**src/hdl/wsgf_pkg.sv**
```systemverilog
// Shared types and constants for the windowed sepia / grayscale filter.
// Status codes, register indexes, sepia coefficients and the divide helpers.
// No dependencies.
`default_nettype none

package wsgf_pkg;

  // Field widths fixed by the pixel format
  localparam int PixW     = 8;
  localparam int CoordW   = 12;
  localparam int CfgIdxW  = 3;
  localparam int CfgDataW = 13;

  // Result status
  typedef enum logic [1:0] {
    ST_FILTERED = 2'd0,
    ST_OUTSIDE  = 2'd1,
    ST_UNAVAIL  = 2'd2
  } status_e;

  // Configuration register indexes
  typedef enum logic [CfgIdxW-1:0] {
    REG_MODE       = 3'd0,
    REG_COLOR      = 3'd1,
    REG_MAX_VALUE  = 3'd2,
    REG_WIN_LEFT   = 3'd3,
    REG_WIN_TOP    = 3'd4,
    REG_WIN_RIGHT  = 3'd5,
    REG_WIN_BOTTOM = 3'd6
  } cfg_reg_e;

  // Sepia matrix in thousandths
  localparam int CoefW = 10;
  localparam logic [CoefW-1:0] K_RR = 10'd393;
  localparam logic [CoefW-1:0] K_RG = 10'd769;
  localparam logic [CoefW-1:0] K_RB = 10'd189;
  localparam logic [CoefW-1:0] K_GR = 10'd349;
  localparam logic [CoefW-1:0] K_GG = 10'd686;
  localparam logic [CoefW-1:0] K_GB = 10'd168;
  localparam logic [CoefW-1:0] K_BR = 10'd272;
  localparam logic [CoefW-1:0] K_BG = 10'd534;
  localparam logic [CoefW-1:0] K_BB = 10'd131;

  // Sepia sum incl. rounding offset: at most 1351*255+500 = 345005
  localparam int SumW = 19;
  localparam logic [SumW-1:0] RoundHalf = 19'd500;

  // n/1000 as (n * ceil(2^27/1000)) >> 27, exact for n < 2^27/272
  localparam int RecipW     = 18;
  localparam int RecipShift = 27;
  localparam logic [RecipW-1:0] Recip1000 = 18'd134218;
  localparam int QuotW      = 9;
  localparam int ProdW      = SumW + RecipW;

  // Grayscale: (r+g+b+1)/3 as (n*683)>>11, exact for n < 2048
  localparam int GraySumW = 10;
  localparam int Recip3W  = 10;
  localparam logic [Recip3W-1:0] Recip3 = 10'd683;
  localparam int Shift3   = 11;
  localparam int Prod3W   = GraySumW + Recip3W + 1;

  // One sepia channel sum with the half-up offset added
  function automatic logic [SumW-1:0] sepia_sum(
    input logic [PixW-1:0]  r,
    input logic [PixW-1:0]  g,
    input logic [PixW-1:0]  b,
    input logic [CoefW-1:0] kr,
    input logic [CoefW-1:0] kg,
    input logic [CoefW-1:0] kb
  );
    return SumW'(kr) * SumW'(r) + SumW'(kg) * SumW'(g) +
           SumW'(kb) * SumW'(b) + RoundHalf;
  endfunction

  // Quotient by 1000 through the reciprocal
  function automatic logic [QuotW-1:0] div1000(input logic [SumW-1:0] n);
    logic [ProdW-1:0] p;
    p = ProdW'(n) * ProdW'(Recip1000);
    return p[RecipShift +: QuotW];
  endfunction

  // Quotient by 3 through the reciprocal
  function automatic logic [PixW-1:0] div3(input logic [GraySumW-1:0] n);
    logic [Prod3W-1:0] p;
    p = Prod3W'(n) * Prod3W'(Recip3);
    return p[Shift3 +: PixW];
  endfunction

endpackage

`default_nettype wire

```
**src/hdl/windowed_sepia_grayscale_filter.sv**
```systemverilog
// Windowed sepia / grayscale pixel filter, top level.
// Stages: input, product and result registers, passed through in that order.
// Throughput: one item per cycle while out_ready_i is high; the three stages advance independently.
// Reset: config registers take their defaults (grayscale, color, max 255, full
// window) and all stages are emptied. Depends on wsgf_pkg.
`default_nettype none

module windowed_sepia_grayscale_filter
  import wsgf_pkg::*;
#(
  parameter int MAX_DIM = 4096
) (
  input  wire logic                clk_i,
  input  wire logic                rst_ni,
  // configuration write port
  input  wire logic                cfg_we_i,
  input  wire logic [CfgIdxW-1:0]  cfg_idx_i,
  input  wire logic [CfgDataW-1:0] cfg_wdata_i,
  // pixel input channel
  input  wire logic                in_valid_i,
  output logic                     in_ready_o,
  input  wire logic [CoordW-1:0]   pixel_column_i,
  input  wire logic [CoordW-1:0]   pixel_row_i,
  input  wire logic [PixW-1:0]     red_in_i,
  input  wire logic [PixW-1:0]     green_in_i,
  input  wire logic [PixW-1:0]     blue_in_i,
  // result channel
  output logic                     out_valid_o,
  input  wire logic                out_ready_i,
  output logic [PixW-1:0]          red_out_o,
  output logic [PixW-1:0]          green_out_o,
  output logic [PixW-1:0]          blue_out_o,
  output logic [1:0]               status_o
);

  // Window edges are stored already saturated to MAX_DIM
  localparam int DimW = 17;
  localparam int WinW = $clog2(MAX_DIM + 1);
  localparam int CmpW = (WinW > CoordW) ? WinW : CoordW;
  localparam logic [DimW-1:0] MaxDimV = DimW'(MAX_DIM);

  // ---------------------------------------------------------------------------
  // Configuration registers
  // ---------------------------------------------------------------------------
  logic            mode_q;
  logic            color_q;
  logic [PixW-1:0] max_value_q;
  logic [WinW-1:0] win_left_q, win_top_q, win_right_q, win_bottom_q;

  logic [DimW-1:0] cfg_ext;
  logic [WinW-1:0] cfg_win;

  always_comb begin
    cfg_ext = DimW'(cfg_wdata_i);
    cfg_win = (cfg_ext > MaxDimV) ? WinW'(MaxDimV) : WinW'(cfg_ext);
  end

  always_ff @(posedge clk_i or negedge rst_ni) begin
    if (!rst_ni) begin
      mode_q       <= 1'b0;
      color_q      <= 1'b1;
      max_value_q  <= '1;
      win_left_q   <= '0;
      win_top_q    <= '0;
      win_right_q  <= WinW'(MaxDimV);
      win_bottom_q <= WinW'(MaxDimV);
    end else if (cfg_we_i) begin
      unique case (cfg_reg_e'(cfg_idx_i))
        REG_MODE:       mode_q       <= cfg_wdata_i[0];
        REG_COLOR:      color_q      <= cfg_wdata_i[0];
        REG_MAX_VALUE:  max_value_q  <= cfg_wdata_i[PixW-1:0];
        REG_WIN_LEFT:   win_left_q   <= cfg_win;
        REG_WIN_TOP:    win_top_q    <= cfg_win;
        REG_WIN_RIGHT:  win_right_q  <= cfg_win;
        REG_WIN_BOTTOM: win_bottom_q <= cfg_win;
        default: ;
      endcase
    end
  end

  // ---------------------------------------------------------------------------
  // Stage enables: each stage loads when empty or when the next one moves
  // ---------------------------------------------------------------------------
  logic in_valid_q, mid_valid_q, out_valid_q;
  logic in_en, mid_en, out_en;

  assign out_en     = !out_valid_q || out_ready_i;
  assign mid_en     = !mid_valid_q || out_en;
  assign in_en      = !in_valid_q  || mid_en;
  assign in_ready_o = in_en;

  always_ff @(posedge clk_i or negedge rst_ni) begin
    if (!rst_ni) begin
      in_valid_q  <= 1'b0;
      mid_valid_q <= 1'b0;
      out_valid_q <= 1'b0;
    end else begin
      if (in_en)  in_valid_q  <= in_valid_i;
      if (mid_en) mid_valid_q <= in_valid_q;
      if (out_en) out_valid_q <= mid_valid_q;
    end
  end

  // ---------------------------------------------------------------------------
  // Input register
  // ---------------------------------------------------------------------------
  logic [CoordW-1:0] col_q, row_q;
  logic [PixW-1:0]   r_q, g_q, b_q;

  always_ff @(posedge clk_i) begin
    if (in_en && in_valid_i) begin
      col_q <= pixel_column_i;
      row_q <= pixel_row_i;
      r_q   <= red_in_i;
      g_q   <= green_in_i;
      b_q   <= blue_in_i;
    end
  end

  // ---------------------------------------------------------------------------
  // Stage 1: window test, status, sepia products and grayscale sum
  // ---------------------------------------------------------------------------
  logic    in_window;
  status_e st_d;

  always_comb begin
    in_window = (CmpW'(col_q) >= CmpW'(win_left_q)) && (CmpW'(col_q) < CmpW'(win_right_q)) &&
                (CmpW'(row_q) >= CmpW'(win_top_q))  && (CmpW'(row_q) < CmpW'(win_bottom_q));
    if (!color_q)        st_d = ST_UNAVAIL;
    else if (!in_window) st_d = ST_OUTSIDE;
    else                 st_d = ST_FILTERED;
  end

  status_e           mid_st_q;
  logic              mid_mode_q;
  logic [PixW-1:0]   mid_r_q, mid_g_q, mid_b_q;
  logic [SumW-1:0]   sum_r_q, sum_g_q, sum_b_q;
  logic [GraySumW-1:0] gray_sum_q;

  always_ff @(posedge clk_i) begin
    if (mid_en && in_valid_q) begin
      mid_st_q   <= st_d;
      mid_mode_q <= mode_q;
      mid_r_q    <= r_q;
      mid_g_q    <= g_q;
      mid_b_q    <= b_q;
      sum_r_q    <= sepia_sum(r_q, g_q, b_q, K_RR, K_RG, K_RB);
      sum_g_q    <= sepia_sum(r_q, g_q, b_q, K_GR, K_GG, K_GB);
      sum_b_q    <= sepia_sum(r_q, g_q, b_q, K_BR, K_BG, K_BB);
      gray_sum_q <= GraySumW'(r_q) + GraySumW'(g_q) + GraySumW'(b_q) + GraySumW'(1);
    end
  end

  // ---------------------------------------------------------------------------
  // Stage 2: divide, clamp and select into the result register
  // ---------------------------------------------------------------------------
  logic [QuotW-1:0] q_r, q_g, q_b;
  logic [QuotW-1:0] max_ext;
  logic [PixW-1:0]  sep_r, sep_g, sep_b, gray;
  logic [PixW-1:0]  red_d, green_d, blue_d;

  always_comb begin
    q_r     = div1000(sum_r_q);
    q_g     = div1000(sum_g_q);
    q_b     = div1000(sum_b_q);
    max_ext = QuotW'(max_value_q);
    sep_r   = (q_r > max_ext) ? max_value_q : q_r[PixW-1:0];
    sep_g   = (q_g > max_ext) ? max_value_q : q_g[PixW-1:0];
    sep_b   = (q_b > max_ext) ? max_value_q : q_b[PixW-1:0];
    gray    = div3(gray_sum_q);
    // pass-through unless filtered
    red_d   = mid_r_q;
    green_d = mid_g_q;
    blue_d  = mid_b_q;
    if (mid_st_q == ST_FILTERED) begin
      if (mid_mode_q) begin
        red_d   = sep_r;
        green_d = sep_g;
        blue_d  = sep_b;
      end else begin
        red_d   = gray;
        green_d = gray;
        blue_d  = gray;
      end
    end
  end

  logic [PixW-1:0] red_q, green_q, blue_q;
  status_e         out_st_q;

  always_ff @(posedge clk_i) begin
    if (out_en && mid_valid_q) begin
      red_q    <= red_d;
      green_q  <= green_d;
      blue_q   <= blue_d;
      out_st_q <= mid_st_q;
    end
  end

  assign out_valid_o = out_valid_q;
  assign red_out_o   = red_q;
  assign green_out_o = green_q;
  assign blue_out_o  = blue_q;
  assign status_o    = out_st_q;

endmodule

`default_nettype wire

```
**config.mk**
```make
export PLATFORM = sky130hd
export DESIGN_NAME = windowed_sepia_grayscale_filter
export DESIGN_NICKNAME = d
export VERILOG_FILES = /design/src/hdl/wsgf_pkg.sv /design/src/hdl/windowed_sepia_grayscale_filter.sv
export SDC_FILE = /design/constraint.sdc
export NUM_CORES = 2
export LEC_CHECK = 0
export ABC_AREA = 0
export BUFFER_PORTS_ARGS = -buffer_cell sky130_fd_sc_hd__buf_2
export CORE_ASPECT_RATIO = 2
export CORE_MARGIN = 2
export CORE_UTILIZATION = 40
export DETAILED_ROUTE_END_ITERATION = 6
export GPL_TIMING_DRIVEN = 0
export SETUP_SLACK_MARGIN = 0.2
export SYNTH_ARGS = -nofsm -noshare
export SYNTH_HDL_FRONTEND = slang
export SYNTH_SLANG_ARGS = --single-unit
```
**constraint.sdc**
```tcl
create_clock -name clk_i -period 8.5 [get_ports clk_i]
set_clock_uncertainty 0.05 [all_clocks]
set_input_delay 1.275 -clock clk_i [delete_from_list [all_inputs] [get_ports clk_i]]
set_output_delay 1.275 -clock clk_i [all_outputs]
set_load 0.02 [all_outputs]
```
Yosys cells after proc, flatten, opt, wreduce, memory -nomap -nowiden

Cells that the tools add are included.

Bits in registers: 233
Bits of input ports: 69
Output and inout bits: 28
Logic and storage cells: 99

Add/subtract/negate cells: 12
Multiply operators: 13
Order comparisons: 8
Equality and inequality tests: 6
Muxes and demuxes: 11
Reductions and logical operators: 21

Operators with widths:

| kind                                                 | count |
|---|---|
| multiplier 19 x 17 -> 35 bit (second input constant) | 3 |
| 2-to-1 mux 8 bit                                     | 9 |
| multiplier 9 x 8 -> 17 bit (first input constant)    | 4 |
| adder 17 x 18 -> 19 bit                              | 3 |
| adder 19 x 16 -> 19 bit                              | 3 |
| adder 19 x 9 -> 19 bit (second input constant)       | 3 |
| multiplier 8 x 8 -> 16 bit (first input constant)    | 2 |
| > comparator 9 x 8 -> 1 bit                          | 3 |
| greater-or-equal comparator 12 x 13 -> 1 bit         | 2 |
| less-than comparator 12 x 13 -> 1 bit                | 2 |
| multiplier 5 x 8 -> 13 bit (first input constant)    | 2 |
| multiplier 10 x 10 -> 19 bit (second input constant) | 1 |
| multiplier 10 x 8 -> 18 bit (first input constant)   | 1 |
| AND reduction 2 bit                                  | 7 |
| > comparator 13 bit (second input constant)          | 1 |
| 2-to-1 mux 13 bit                                    | 1 |
| adder 10 x 1 -> 10 bit (second input constant)       | 1 |
| adder 9 x 8 -> 10 bit                                | 1 |
| adder 8 x 8 -> 9 bit                                 | 1 |
| == test 3 bit (second input constant)                | 3 |
| == test 3 x 2 -> 1 bit (second input constant)       | 2 |
| logical AND 1 bit                                    | 6 |
| == test 3 x 1 -> 1 bit (second input constant)       | 1 |
| zero test 1 bit                                      | 3 |
| 4 further kinds                                      | 6 |

Logic depth before layout (Yosys ltp)

Depth in word-level cells: 5
Mapped depth: 31
Gate-level depth less buffers: 30

Worst setup path before layout

Ideal clock, no wire load.

Path kind: flip-flop to flip-flop
From: reg g_q[6]
To: reg sum_g_q[18], data pin
Setup time: 0.180 ns
Data arrival time: 6.961 ns
Data required time: 8.270 ns
Setup slack: 1.309 ns
Stages on the path, launching flop included: 25
Buffers on the path: 0
Period minus slack after synthesis: 7.191 ns
Cells stage by stage: edfxtp_1 fa_1 inv_1 fa_1 fa_1 fa_1 inv_1 ha_1 a21oi_1 xnor2_1 ha_1 inv_1 fa_1 fa_1 fa_1 fa_1 inv_1 ha_1 o21ai_1 nand2_1 a21o_1 a21oi_1 a2bb2oi_1 a211oi_1 o311ai_1

Cells in the longest elaborated chain, start to end: 4

RTL lines:

| item                       | line                                   | text |
|---|---|---|
| from (decl)                | windowed_sepia_grayscale_filter.sv:108 | `logic [PixW-1:0] r_q, g_q, b_q;` |
| from (signal assigned)     | windowed_sepia_grayscale_filter.sv:115 | `g_q <= green_in_i;` |
| multiplier 9 x 8 -> 17 bit | wsgf_pkg.sv:71                         | `return SumW'(kr) * SumW'(r) + SumW'(kg) * SumW'(g) +` |
| adder 17 x 18 -> 19 bit    | wsgf_pkg.sv:71                         |  |
| adder 19 x 16 -> 19 bit    | wsgf_pkg.sv:71                         |  |
| adder 19 x 9 -> 19 bit     | wsgf_pkg.sv:72                         | `SumW'(kb) * SumW'(b) + RoundHalf;` |
| to (signal assigned)       | windowed_sepia_grayscale_filter.sv:148 | `sum_g_q <= sepia_sum(r_q, g_q, b_q, K_GR, K_GG, K_GB);` |
| to (decl)                  | windowed_sepia_grayscale_filter.sv:137 | `logic [SumW-1:0] sum_r_q, sum_g_q, sum_b_q;` |

Every way passes these cells.
A chain may end at the register's enable or synchronous reset.

Final worst setup path

From: reg sum_g_q[8]
To: reg green_q[3], in the netlist green_out_o[3], data pin

Cells in the longest elaborated chain, start to end: 5

RTL lines:

| item                           | line                                   | text |
|---|---|---|
| multiplier 19 x 17 -> 35 bit * | wsgf_pkg.sv:78                         | `p = ProdW'(n) * ProdW'(Recip1000);` |
| > comparator 9 x 8 -> 1 bit    | windowed_sepia_grayscale_filter.sv:168 | `sep_g = (q_g > max_ext) ? max_value_q : q_g[PixW-1:0];` |
| 2-to-1 mux 8 bit *             | windowed_sepia_grayscale_filter.sv:168 |  |
| 2-to-1 mux 8 bit *             | windowed_sepia_grayscale_filter.sv:176 | `if (mid_mode_q) begin` |
| 2-to-1 mux 8 bit *             | windowed_sepia_grayscale_filter.sv:175 | `if (mid_st_q == ST_FILTERED) begin` |
| net green_d[3]                 | windowed_sepia_grayscale_filter.sv:160 | `logic [PixW-1:0] red_d, green_d, blue_d;` |
| to (signal assigned)           | windowed_sepia_grayscale_filter.sv:194 | `green_q <= green_d;` |
| to (decl)                      | windowed_sepia_grayscale_filter.sv:188 | `logic [PixW-1:0] red_q, green_q, blue_q;` |

The timed path passes the listed nets; every way through them passes the cells marked *.

==> results.ini <==
[synthesis]
synth_ff_type = edfxtp_1
synth_top_area_share_pct = 32.7
synth_warnings = 0
syn-cell-area_um2 = 34100
ys_seq_area_share_pct = 19.5
yosysTopAreaCell = ha_1
ys_async_sr_fraction_pct = 28.1
syn-instance-count = 3298
synth_cell_types = 72
yosysMostFrequentCell = ha_1
syn-num-nets = 4617
ys_ff_latch = 231
netlist_top_cells_count = ha_1 (889), inv_1 (831), fa_1 (361)
synth_edf_count = 166
syn_area_per_cell_um2 = 10.3
yosys-top-cells-area = ha_1 (33%), fa_1 (21%), edfxtp_1 (15%)

[layout]
drive_above_1_share_pct = 4.90
stdcell_area_um2 = 36800
fin_cells = 4518
syn2layout_area_growth_pct = 8.06
final_net_count = 4746

[sta]
min_period_ps = 7880
rsz0062_at_grt = yes
drv_slew = 0
timing.hold.ws_ps = 424
hold_viol = 0
slew_headroom_pct = 25.9
finalCritPeriodShare_pct = 92.7
fin_tns_setup_ps = 0
worst_pin_slew_ps = 1110
max_clock_freq_mhz = 127
setup_viol_count_final = 0

[global_routing]
grt_pass1_vias = 24959
antenna_found_initial = 4
track_usage_pct = 19.3
overflow = 0
grt_max_degree = 66
grt_pass1_wl_um = 130000

[floorplanning]
row_count = 151
fp.dieArea_um2 = 87600
core_area_um2 = 84500
initial_utilization_pct = 40.3
die_x_um = 210
chipHeight_um = 417
pin_count = 97

[setup_path]
cpPeakStageDelay_ps = 560
crit_arrival_ps = 8190
endpoint_kind = flip-flop
cpLargestDelayFamily = adder cells
ff2ff_path_depth = 29
worst-path-stages = 29
cp_max_fo = 10
critical_path_class = flip-flop to flip-flop
cp.required_ps = 8810
worst-path-buf-inv = 3
startpoint_type = flip-flop
critPathSlowestCell = edfxtp_1

[drt]
wl_um = 81500
vias = 23118
drtPass1Iterations = 5
viasPerCell = 5.12
avgRoutedWirePerCell_um = 18.0
drc = 0
antenna_left = 0
drtIter0Drc = 831

[placed_design]
placed_area_um2 = 35900
io_buffers = 95
place_inst = 4466
place.gp.congestion = 0.918
place_hpwl_um = 69600

[min_path]
hold_path.class = flip-flop to flip-flop
holdPathStages = 0

[cts]
h-tree-depth = 1
cts_buffers = 25
cts.sinks = 231
clockRootBuffer = clkbuf_16
path_clk_slew_ps = 60
cts_tree = yes
clk_latency_ps = 570
cts.path.max_buffers = 3

[status]
outcome = finished clean

[run]
drv_cap = 0

through the flow:
| stage | setup WS (ps) | utilization (%) |
|---|---|---|
| final | 617 | 43.6 |
| after global routing | 180 | 43.6 |
| after CTS | 333 | 43.5 |
| after detailed placement | 376 | 42.5 |
| after global placement | 391 | 42.5 |
| after floorplan | 1310 | - |
cells in the final DEF (no fill, tap or decap), types with 74 or more instances in the layout:
cell type / Yosys / routed
a21oi_1: 116 / 115
buf_2: 2 / 96
edfxtp_1: 166 / 166
fa_1: 361 / 361
ha_1: 889 / 889
inv_1: 831 / 831
nand2_1: 117 / 117
nor2_1: 74 / 74
o21ai_1: 91 / 91
xnor2_1: 84 / 84
flip-flops by register name, summed over array words and instances (netlist names), 2 cells and up:
register      flops
mid_b_q           8
r_q               8
mid_r_q           8
sum_r_q          19
mid_st_q          2
green_out_o       8
sum_g_q          18
status_o          2
col_q            12
mid_g_q           8
max_value_q       8
g_q               8
sum_b_q          18
blue_out_o        8
row_q            12
red_out_o         8
win_right_q      13
gray_sum_q       10
win_top_q        13
win_left_q       13
b_q               8
win_bottom_q     13
metal layers:
layer / track usage [%] / share of wire, %
met5: 0 / 0.039
met4: 7.49 / 4.3
met3: 1.45 / 2.6
met2: 38.6 / 56
met1: 20.4 / 37
final cells by class:
type,count,area [um^2]
timing repair buffer,102,563
buffer,23,88.8
inverter,838,3150
tap,1071,1340
fill,8076,47600
antenna,1,2.50
clock inverter,15,178
multi-input combinational,2206,24200
clock buffer,31,648
sequential,231,6630
cells by family (layout without fill, tap and decap cells):
kind of cell             Yosys count  in the layout  synth area share (%)
AO/OA/AOI/OAI                    463            463                  8.59
XOR/XNOR                         109            109                  2.80
adder cells (fa/ha/maj)         1250           1250                  53.9
buffers and inverters            861           1009                  9.51
flip-flops                       231            231                  19.5
multiplexers                      11             11                 0.345
other                              0              1                     0
AND/OR/NAND/NOR                  373            373                  5.42
worst reg2reg max path, delay by kind of cell, from the launching register on:
kind / cells / cell delay (ps)
buffers and inverters: 3 / 360
xor gates and xnor gates: 1 / 270
AOI/OAI and AO/OA: 13 / 2440
adders and majority gates: 8 / 3300
DFF: 1 / 560
and+or+nand+nor: 4 / 680
path summary, 6_finish.rpt:
check / startpoint / endpoint / slack [ps]
worst min-delay path: mid_st_q[0] / status_o[0] / 420
min in group asynchronous: rst_ni / out_valid_o / 780
worst min register to register: mid_st_q[0] / status_o[0] / 420
max in group asynchronous: rst_ni / win_top_q[0] / 7040
worst max register to register: sum_g_q[8] / green_out_o[3] / 620
worst max-delay path: sum_g_q[8] / green_out_o[3] / 620
timing repair:
action | 4_1_cts | 5_1_grt
buffers inserted | 0 | 5
hold buffers | 0 | 0
resized for setup | 0 | 2
endpoints found under the hold margin | 0 | 0
setup endpoints to repair | 0 | 10
Power is not shown: default switching activity piles up to over one toggle a cycle in this logic, so the estimate is an artifact.
